**src/rtl/sli_pkg.sv**
```systemverilog
package sli_pkg;

  // operation codes carried in the request
  localparam logic [1:0] MODE_INSERT = 2'd0;
  localparam logic [1:0] MODE_DELETE = 2'd1;
  localparam logic [1:0] MODE_CLEAR  = 2'd2;
  localparam logic [1:0] MODE_DUMP   = 2'd3;

  // result status codes
  localparam logic [2:0] STATUS_INSERTED  = 3'd0;
  localparam logic [2:0] STATUS_DELETED   = 3'd1;
  localparam logic [2:0] STATUS_NOT_FOUND = 3'd2;
  localparam logic [2:0] STATUS_FULL      = 3'd3;
  localparam logic [2:0] STATUS_CLEARED   = 3'd4;
  localparam logic [2:0] STATUS_ENTRY     = 3'd5;
  localparam logic [2:0] STATUS_EMPTY     = 3'd6;

  // request payload
  typedef struct packed {
    logic [1:0]         mode;
    logic signed [31:0] value;
  } sli_req_t;

  // result payload
  typedef struct packed {
    logic [2:0]         status;
    logic signed [31:0] entry_value;
    logic [4:0]         entry_count;
    logic               last;
  } sli_rsp_t;

  // what every cell does in a cycle
  typedef enum logic [1:0] {
    CELL_HOLD,
    CELL_INS,
    CELL_DEL,
    CELL_ROT
  } cell_op_e;

  // control broadcast to the cell row
  typedef struct packed {
    cell_op_e           op;
    logic signed [31:0] operand;
  } cell_ctrl_t;

endpackage

```
**src/rtl/sli_cell.sv**
```systemverilog
module sli_cell (
  input  logic                       clk_i,
  input  sli_pkg::cell_ctrl_t        ctrl_i,
  input  logic                       occ_i,
  input  logic                       tail_i,
  input  logic signed [31:0]         left_value_i,
  input  logic                       left_lt_i,
  input  logic signed [31:0]         right_value_i,
  input  logic signed [31:0]         head_value_i,
  output logic signed [31:0]         value_o,
  output logic                       lt_o,
  output logic                       eq_o
);
  import sli_pkg::*;

  logic signed [31:0] value_q, value_d;
  logic               lt;

  // local compare against the broadcast operand
  assign lt    = occ_i && (value_q < ctrl_i.operand);
  assign lt_o  = lt;
  assign eq_o  = occ_i && (value_q == ctrl_i.operand);
  assign value_o = value_q;

  // next value: keep, take the operand, or take a neighbour's value
  always_comb begin
    value_d = value_q;
    case (ctrl_i.op)
      CELL_INS: begin
        if (!lt) begin
          value_d = left_lt_i ? ctrl_i.operand : left_value_i;
        end
      end
      CELL_DEL: begin
        if (occ_i && !lt) begin
          value_d = right_value_i;
        end
      end
      CELL_ROT: begin
        value_d = tail_i ? head_value_i : right_value_i;
      end
      default: begin
        value_d = value_q;
      end
    endcase
  end

  always_ff @(posedge clk_i) begin
    value_q <= value_d;
  end

endmodule

```
**src/rtl/sorted_list_insert_delete_core.sv**
```systemverilog
// Sorted bounded multiset of signed 32-bit values, held in a row of
// CAPACITY cells, each cell one entry, kept in ascending order.
// Request channel (in_valid_i/in_ready_o, in_req_i): mode and value.
//   insert places the value before the first entry not smaller, or answers
//   full; delete removes one equal entry or answers not found; clear empties
//   the table; dump lists every entry in order.
// Result channel (out_valid_o/out_ready_i, out_rsp_o): status, entry value,
//   entry count after the operation, and last on the final result.
// Timing: insert, clear and an empty dump give their result from the execute
//   state once the request is taken; delete first registers the compare across
//   the row, then shifts and answers from the delete state; a dump gives one
//   entry per cycle while the receiver does not stall, last on the final entry.
// The row is updated by one broadcast compare and one neighbour shift per
//   insert or delete, and a dump rotates the row once per listed entry.
// Reset clears the entry count; entry storage is not cleared and is read
//   only after it is written.
// A stalled receiver holds the result register; the row waits in place
//   until the register frees, and a new request is taken once the current
//   one has handed its final result to the register.
module sorted_list_insert_delete_core #(
  parameter int CAPACITY = 16
) (
  input  logic              clk_i,
  input  logic              rst_ni,
  input  logic              in_valid_i,
  output logic              in_ready_o,
  input  sli_pkg::sli_req_t in_req_i,
  output logic              out_valid_o,
  input  logic              out_ready_i,
  output sli_pkg::sli_rsp_t out_rsp_o
);
  import sli_pkg::*;

  localparam int CW = $clog2(CAPACITY + 1);

  typedef enum logic [1:0] {
    ST_IDLE,
    ST_EXEC,
    ST_DEL,
    ST_DUMP
  } state_e;

  state_e             state_q;
  logic [1:0]         mode_q;
  logic signed [31:0] operand_q;
  logic [CW-1:0]      count_q;
  logic [CW-1:0]      dump_cnt_q;
  logic               found_q;
  logic               out_valid_q;
  sli_rsp_t           out_rsp_q;

  logic               out_free;
  logic               full;
  logic               dump_last;
  logic               rsp_load;
  cell_ctrl_t         ctrl;

  logic signed [31:0] value_w [CAPACITY];
  logic [CAPACITY-1:0] lt_w;
  logic [CAPACITY-1:0] eq_w;

  assign in_ready_o  = (state_q == ST_IDLE);
  assign out_valid_o = out_valid_q;
  assign out_rsp_o   = out_rsp_q;

  assign out_free  = !out_valid_q || out_ready_i;
  assign full      = (count_q == CW'(CAPACITY));
  assign dump_last = (CW'(dump_cnt_q + CW'(1)) == count_q);

  // row operation for this cycle
  always_comb begin
    ctrl.operand = operand_q;
    ctrl.op      = CELL_HOLD;
    case (state_q)
      ST_EXEC: begin
        if (mode_q == MODE_INSERT && out_free && !full) begin
          ctrl.op = CELL_INS;
        end
      end
      ST_DEL: begin
        if (out_free && found_q) begin
          ctrl.op = CELL_DEL;
        end
      end
      ST_DUMP: begin
        if (out_free) begin
          ctrl.op = CELL_ROT;
        end
      end
      default: begin
        ctrl.op = CELL_HOLD;
      end
    endcase
  end

  // result register loads this cycle
  always_comb begin
    rsp_load = 1'b0;
    case (state_q)
      ST_EXEC: begin
        rsp_load = out_free && (mode_q != MODE_DELETE) &&
                   (mode_q != MODE_DUMP || count_q == '0);
      end
      ST_DEL: begin
        rsp_load = out_free;
      end
      ST_DUMP: begin
        rsp_load = out_free;
      end
      default: begin
        rsp_load = 1'b0;
      end
    endcase
  end

  // cell row, each cell wired to its neighbours
  for (genvar k = 0; k < CAPACITY; k++) begin : g_cell
    logic signed [31:0] left_value;
    logic               left_lt;
    logic signed [31:0] right_value;

    if (k == 0) begin : g_first
      assign left_value = operand_q;
      assign left_lt    = 1'b1;
    end else begin : g_inner_l
      assign left_value = value_w[k-1];
      assign left_lt    = lt_w[k-1];
    end

    if (k == CAPACITY - 1) begin : g_last
      assign right_value = value_w[0];
    end else begin : g_inner_r
      assign right_value = value_w[k+1];
    end

    sli_cell u_cell (
      .clk_i        (clk_i),
      .ctrl_i       (ctrl),
      .occ_i        (CW'(k) < count_q),
      .tail_i       (CW'(k + 1) == count_q),
      .left_value_i (left_value),
      .left_lt_i    (left_lt),
      .right_value_i(right_value),
      .head_value_i (value_w[0]),
      .value_o      (value_w[k]),
      .lt_o         (lt_w[k]),
      .eq_o         (eq_w[k])
    );
  end

  // sequencer and result register
  always_ff @(posedge clk_i or negedge rst_ni) begin
    if (!rst_ni) begin
      state_q     <= ST_IDLE;
      mode_q      <= MODE_INSERT;
      operand_q   <= '0;
      count_q     <= '0;
      dump_cnt_q  <= '0;
      found_q     <= 1'b0;
      out_valid_q <= 1'b0;
      out_rsp_q   <= '0;
    end else begin
      if (rsp_load) begin
        out_valid_q <= 1'b1;
      end else if (out_ready_i) begin
        out_valid_q <= 1'b0;
      end
      case (state_q)
        ST_IDLE: begin
          if (in_valid_i) begin
            mode_q    <= in_req_i.mode;
            operand_q <= in_req_i.value;
            state_q   <= ST_EXEC;
          end
        end
        ST_EXEC: begin
          case (mode_q)
            MODE_INSERT: begin
              if (out_free) begin
                state_q     <= ST_IDLE;
                if (full) begin
                  out_rsp_q <= '{STATUS_FULL, 32'sd0, 5'(count_q), 1'b1};
                end else begin
                  count_q   <= CW'(count_q + CW'(1));
                  out_rsp_q <= '{STATUS_INSERTED, 32'sd0,
                                 5'(CW'(count_q + CW'(1))), 1'b1};
                end
              end
            end
            MODE_DELETE: begin
              found_q <= |eq_w;
              state_q <= ST_DEL;
            end
            MODE_CLEAR: begin
              if (out_free) begin
                count_q     <= '0;
                out_rsp_q   <= '{STATUS_CLEARED, 32'sd0, 5'd0, 1'b1};
                state_q     <= ST_IDLE;
              end
            end
            default: begin
              if (count_q == '0) begin
                if (out_free) begin
                  out_rsp_q   <= '{STATUS_EMPTY, 32'sd0, 5'd0, 1'b1};
                  state_q     <= ST_IDLE;
                end
              end else begin
                dump_cnt_q <= '0;
                state_q    <= ST_DUMP;
              end
            end
          endcase
        end
        ST_DEL: begin
          if (out_free) begin
            state_q     <= ST_IDLE;
            if (found_q) begin
              count_q   <= CW'(count_q - CW'(1));
              out_rsp_q <= '{STATUS_DELETED, 32'sd0,
                             5'(CW'(count_q - CW'(1))), 1'b1};
            end else begin
              out_rsp_q <= '{STATUS_NOT_FOUND, 32'sd0, 5'(count_q), 1'b1};
            end
          end
        end
        ST_DUMP: begin
          if (out_free) begin
            out_rsp_q   <= '{STATUS_ENTRY, value_w[0], 5'(count_q), dump_last};
            dump_cnt_q  <= CW'(dump_cnt_q + CW'(1));
            if (dump_last) begin
              state_q <= ST_IDLE;
            end
          end
        end
        default: begin
          state_q <= ST_IDLE;
        end
      endcase
    end
  end

endmodule

```
**config.mk**
```make
export PLATFORM = sky130hd
export DESIGN_NAME = sorted_list_insert_delete_core
export DESIGN_NICKNAME = d
export VERILOG_FILES = /design/src/rtl/sli_pkg.sv /design/src/rtl/sli_cell.sv /design/src/rtl/sorted_list_insert_delete_core.sv
export SDC_FILE = /design/constraint.sdc
export NUM_CORES = 2
export LEC_CHECK = 0
export ABC_AREA = 1
export BUFFER_PORTS_ARGS = -buffer_cell sky130_fd_sc_hd__clkbuf_2
export CAP_MARGIN = 25
export CORE_ASPECT_RATIO = 0.75
export CORE_MARGIN = 2
export CORE_UTILIZATION = 45
export DETAILED_ROUTE_END_ITERATION = 7
export SLEW_MARGIN = 20
export SYNTH_ARGS = -nofsm -noshare
export SYNTH_HDL_FRONTEND = slang
export SYNTH_SLANG_ARGS = --single-unit
```
**constraint.sdc**
```tcl
create_clock -name clk_i -period 7.1 [get_ports clk_i]
set_clock_uncertainty 0.2 [all_clocks]
set_input_delay 0.71 -clock clk_i [delete_from_list [all_inputs] [get_ports clk_i]]
set_output_delay 0.71 -clock clk_i [all_outputs]
set_load 0.01 [all_outputs]
```
Word-level counts from Yosys, hierarchy flattened
Index checks and enable logic that the tools add are counted.
W data, S select, Z words.
{"block": "word_totals", "inputBits": 38, "elab_cells": 372, "register_bits": 601, "output_inout_bits": 43}
{"block": "op_classes", "magnitude_cmp": 32, "n_reduce_logical": 107, "n_eq_ne": 90, "n_mux": 113, "add_sub_neg": 3}
{"op": "$mux W32", "n": 62}
{"op": "$pmux W32 S3", "n": 16}
{"op": "$eq A32 B32 Y1", "n": 16}
{"op": "$lt A32 B32 Y1", "n": 16}
{"op": "$mux W41", "n": 6}
{"op": "$pmux W41 S3", "n": 2}
{"op": "$mux W40", "n": 2}
{"op": "$logic_and A1 B1 Y1", "n": 53}
{"op": "$ne A2 B2 Y1 const B", "n": 26}
{"op": "$reduce_and A3 Y1", "n": 16}
{"op": "$eq A4 B5 Y1 const A", "n": 8}
{"op": "$lt A4 B5 Y1 const A", "n": 8}
{"op": "$mux W5", "n": 8}
{"op": "$ne A2 B1 Y1 const B", "n": 17}
{"op": "$pmux W5 S2", "n": 3}
{"op": "$eq A3 B5 Y1 const A", "n": 4}
{"op": "$lt A3 B5 Y1 const A", "n": 4}
{"op": "$logic_not A1 Y1", "n": 18}
{"op": "$reduce_or A16 Y1", "n": 1}
{"op": "$ne A3 B3 Y1 const B", "n": 5}
{"op": "$mux W2", "n": 7}
{"op": "$add A5 B1 Y5 const B", "n": 2}
{"op": "$eq A2 B2 Y1 const B", "n": 5}
{"op": "$eq A2 B5 Y1 const A", "n": 2}
{"op": "24 further kinds", "n": 38}

Logic depth before layout (Yosys ltp)
{"block": "depth", "depth_word": 9, "mapped_depth": 19, "depth_no_buf": 19}

Modules after synthesis
From an unflattened synthesis, not the netlist that was laid out.
{"block": "hier_totals", "cells_unflattened": 6904, "area_unflattened_um2": 51663.3}
{"mod": "sli_cell at g_cell[0].u_cell ...", "cells_each": 400, "area_per_inst_um2": 2951.6, "n_inst": 14, "seq_area_each_um2": 960.9}
{"mod": "sorted_list_insert_delete_core", "cells_each": 502, "area_per_inst_um2": 4425.5, "n_inst": 1, "seq_area_each_um2": 2227.1}
{"mod": "sli_cell at g_cell[9].u_cell", "cells_each": 403, "area_per_inst_um2": 2962.8, "n_inst": 1, "seq_area_each_um2": 960.9}
{"mod": "sli_cell at g_cell[14].u_cell", "cells_each": 399, "area_per_inst_um2": 2952.8, "n_inst": 1, "seq_area_each_um2": 960.9}

Worst setup path before layout
Ideal clock, no wire load.
{"block": "synth_path", "kind": "reg2reg", "from": "register operand_q[31] (netlist: g_cell[0].left_value[31])", "to": "register g_cell[0].u_cell.value_q[0], enable pin", "path_slack_ns": 2.496, "setup_time_ns": 0.421, "path_stages_with_launch": 15, "path_buffers": 2, "period_less_slack_ns": 4.604, "t_required_ns": 6.479, "arrival_ns": 3.983, "path_cell_list": "dfrtp_1 clkinv_1 clkbuf_1 ha_1 nand2_1 inv_1 nor2_1 o21a_1 nand2_1 a21oi_1 nand3_1 nand3_1 buf_2 o21bai_1 nor2_1"}
{"block": "synth_between", "elab_chain_cells": 6, "elab_cells_between_ends": 7, "cone_classes": "order compare: 1; eq/ne: 2; reduce/logical: 4"}
{"item": "start: declaration", "line": "sorted_list_insert_delete_core.sv:45", "source": "logic signed [31:0] operand_q;"}
{"item": "start signal: assignment", "line": "sorted_list_insert_delete_core.sv:172", "source": "operand_q <= in_req_i.value;"}
{"item": "$lt A32 B32 Y1 (*)", "line": "sli_cell.sv:20", "source": "assign lt = occ_i && (value_q < ctrl_i.operand);"}
{"item": "$logic_and A1 B1 Y1 (*)", "line": "sli_cell.sv:20"}
{"item": "$logic_not A1 Y1"}
{"item": "$logic_and A1 B1 Y1", "line": "sli_cell.sv:35", "source": "if (occ_i && !lt) begin"}
{"item": "$ne A2 B1 Y1 (no source line)"}
{"item": "$reduce_and A4 Y1 (no source line) (*)"}
{"item": "end signal: assignment", "line": "sli_cell.sv:49", "source": "value_q <= value_d;"}
{"item": "end: declaration", "line": "sli_cell.sv:16", "source": "logic signed [31:0] value_q, value_d;"}
Every way passes the cells marked *; elsewhere a longest branch is shown, timed or not.
A chain may end at the register's enable or synchronous reset.

Worst setup path after layout
{"block": "layout_path", "from": "register operand_q[31] (netlist: g_cell[0].left_value[31])", "to": "register g_cell[3].u_cell.value_q[3] (data pin)"}
{"block": "layout_between", "elab_chain_cells": 5}
{"item": "$lt A32 B32 Y1", "line": "sli_cell.sv:20"}
{"item": "$logic_and A1 B1 Y1", "line": "sli_cell.sv:20"}
{"item": "$mux W32", "line": "sli_cell.sv:31", "source": "value_d = left_lt_i ? ctrl_i.operand : left_value_i;"}
{"item": "$mux W32", "line": "sli_cell.sv:30", "source": "if (!lt) begin"}
{"item": "$pmux W32 S3", "line": "sli_cell.sv:28", "source": "case (ctrl_i.op)"}
{"item": "named net g_cell[3].u_cell.value_d[3]", "line": "sli_cell.sv:16"}
{"item": "end signal: assignment", "line": "sli_cell.sv:49"}
{"item": "end: declaration", "line": "sli_cell.sv:16"}
The timed path passes the listed nets, and every way through them passes these cells. The select of a mux whose other input is x is not followed.

==> run_results.csv <==
group,metric,value,unit
outcome,outcome,"complete, no violations",
logic_synthesis,ys_seq_elements,601,
die,die_x,388,microns
logic_synthesis,synth_top_cell_area_share,30.8,%
timing,min_period,5.58,ns
critical_path,worstSetupPathType,"reg -> reg",
timing,setup_tns,0,ns
route,drcViolationCount,0,
clocking,cts_tree,"built",
die,start_util,45.5,%
logic_synthesis,synth_area,0.0498,sq mm
worst_hold_path,worstHoldPathType,"in -> reg",
timing,hold_viol_final,0,
clocking,clock_latency,0.69,ns
cells_and_area,final_nets,6830,
logic_synthesis,synth_area_per_cell,7.81,sq um
grt,grt_usage,32.5,%
clocking,cts_resized,0,
job,max-cap-violations,0,
clocking,cts_root_buf,"clkbuf_16",
placement,gp_congestion,0.957,
cells_and_area,area_delta_synth_final,7.67,%
placement,place_inst,7642,
route,wl_met1,86000,microns
timing,setup_viol,0,
route,met3_length,25200,microns
cells_and_area,drive_gt1_share,7.62,%
logic_synthesis,syn_nets,6941,
logic_synthesis,synth_edf_count,512,
grt,grt_pass1_wl,285000,microns
timing,hold_ws,0.0709,ns
logic_synthesis,synthFlopType,"edfxtp_1",
placement,place.detailed.hpwl,138000,microns
logic_synthesis,synth_sequential_area_ratio,35.3,%
logic_synthesis,synth_common_cells,"nand2_1 (1716), inv_1 (740), nand3_1 (572)",
route,vias,48526,
route,drt-total-wl,188000,microns
timing,post-route-period-util,78.5,%
clocking,cts_sinks,601,
grt,overflow,0,
route,drt_pre_antenna_iters,7,
logic_synthesis,synth_most_common_cell,"nand2_1",
timing,worst_pin_slew,1.07,ns
clocking,clock_path_buffers,3,
timing,rsz0062_at_grt,"false",
critical_path,worstPathArrival,5.80,ns
critical_path,setup.worst_path.start_class,"register",
route,route.top_layer_used,"met4",
placement,portBuffers,80,
route,wire_per_inst,24.2,microns
timing,slew-limit-headroom,28.8,%
logic_synthesis,syn_inst,6385,
worst_hold_path,min_path_cells,3,
grt,antenna_found_initial,0,
critical_path,cp-end-kind,"register",
route,drt-initial-drc-count,7078,
route,ant_nets,0,
die,coreArea,0.110,sq mm
clocking,holdBufCountCts,1,
clocking,numCtsBuffers,71,
timing,drv_slew,0,
route,wl_met2,72300,microns
logic_synthesis,async_reset_ff_share,14.8,%
timing,fmax,179,MHz
logic_synthesis,synth.area.top_cells,"edfxtp_1 (31%), ha_1 (13%), nand2_1 (13%), a22oi_1 (6.7%), nand4_1 (6.6%)",
critical_path,reg2reg_depth,13,
clocking,clkTransAtPathRegs,0.07,ns
cells_and_area,final_cells,7773,
die,die_h,292,microns
clocking,cts_max_level,3,
critical_path,r2r_start,"g_cell[0].left_value[31]$_DFFE_PN0P_",
critical_path,path_max_fanout,20,
die,rows,105,
route,vias_per_cell,6.24,
logic_synthesis,yosysTopAreaCell,"edfxtp_1",
logic_synthesis,yosysUniqueCellTypes,58,
grt,grt_start_max_net_pins,181,
worst_hold_path,hp-start,"in_req_i[19]",
grt,grt_pass1_vias,44770,
logic_synthesis,yosys_warnings,0,
die,die_area,0.113,sq mm
critical_path,crit_path_start,"g_cell[0].left_value[31]$_DFFE_PN0P_",
clocking,cts_setup_buffers,0,
critical_path,required,7.33,ns
cells_and_area,antenna_cells,0,
die,pin_count,81,
-- sequential cells by signal, summed over array words and instances, names as in the netlist --
signal and flops:
mode_q 2, found_q 1, g_cell.left_value 32, count_q 5
out_valid_o 1, state_q 2, out_rsp_o 41, g_cell.u_cell.value_o 512
dump_cnt_q 5
-- logic make-up after synthesis --
group	Yosys count	synth area share, %
buf+inv	1217	10.8
compound gates	906	12.1
simple gates	3134	28.6
xor+xnor	8	0.141
flops	601	35.3
mux	1	0.0226
fa+ha+maj	518	13.0
-- worst max-delay path, cell delays in order, from the launching register on --
cell and delay (ns):
dfrtp_1 0.35, clkinv_1 0.55, ha_1 0.75, nand2_1 0.14, nor3_1 0.39, nor2b_1 0.65
nand2_1 0.28, nand2_1 0.12, nand2_1 0.47, nand3_1 0.76, buf_4 0.37, nand2_1 0.09
nand3_1 0.09, nand2_1 0.07
-- cell type report --
class                           instances  area [sq um]
Clock buffer                           94          2100
Clock inverter                         34           294
Fill cell                           10841         55900
Inverter                              791          2990
Multi-Input combinational cell       4567         27100
Sequential cell                       601         17600
Tap cell                             1444          1810
Timing Repair Buffer                  242          1810
-- final timing paths --
kind	end	slack, ns
max in group asynchronous	g_cell[0].left_value[27]$_DFFE_PN0P_	5.13
hold / removal	g_cell[0].left_value[19]$_DFFE_PN0P_	0.07
min in group asynchronous	g_cell[0].left_value[6]$_DFFE_PN0P_	0.37
hold reg to reg	out_rsp_o[14]$_DFFE_PN0P_	0.28
setup / recovery	g_cell[3].u_cell.value_o[3]$_DFFE_PP_	1.52
setup reg to reg	g_cell[3].u_cell.value_o[3]$_DFFE_PP_	1.52
-- placed cells by master (no fill, tap or decap), types with 7 or more instances in the layout --
| cell | instances |
|---|---|
| a22oi_1 | 448 |
| clkbuf_16 | 80 |
| dfrtp_1 | 89 |
| clkbuf_2 | 79 |
| a21oi_1 | 240 |
| buf_16 | 7 |
| nor2_2 | 18 |
| a21o_1 | 13 |
| a21oi_4 | 12 |
| o31ai_1 | 35 |
| nor3_1 | 21 |
| inv_6 | 7 |
| buf_4 | 149 |
| edfxtp_1 | 512 |
| inv_1 | 737 |
| inv_2 | 16 |
| o21ai_2 | 34 |
| nor2_4 | 9 |
| o21bai_1 | 10 |
| o21ai_0 | 65 |
| ha_1 | 518 |
| clkinv_1 | 41 |
| o21a_1 | 21 |
| nor2_8 | 16 |
| nand3_1 | 572 |
| clkinv_2 | 14 |
| nand4_1 | 522 |
| nor2_1 | 238 |
| clkbuf_1 | 9 |
| nand2_1 | 1714 |
-- stage by stage --
step,utilization (%),instance area (sq um),setup WS (ns)
2_1_floorplan,-,49800,2.50
3_3_place_gp,46.6,51000,1.59
3_5_place_dp,46.8,51200,1.78
4_1_cts,49.0,53600,1.74
5_1_grt,49.0,53700,1.34
6_report,49.0,53700,1.52
-- per-layer routing --
metal,vias up,GRT usage (%)
met5,-,0
met4,0,8.61
met3,260,7.51
met2,3068,42.7
met1,23181,51.7
li1,22017,-
Power is not shown: default switching activity piles up to over one toggle a cycle in this logic, so the estimate is an artifact.
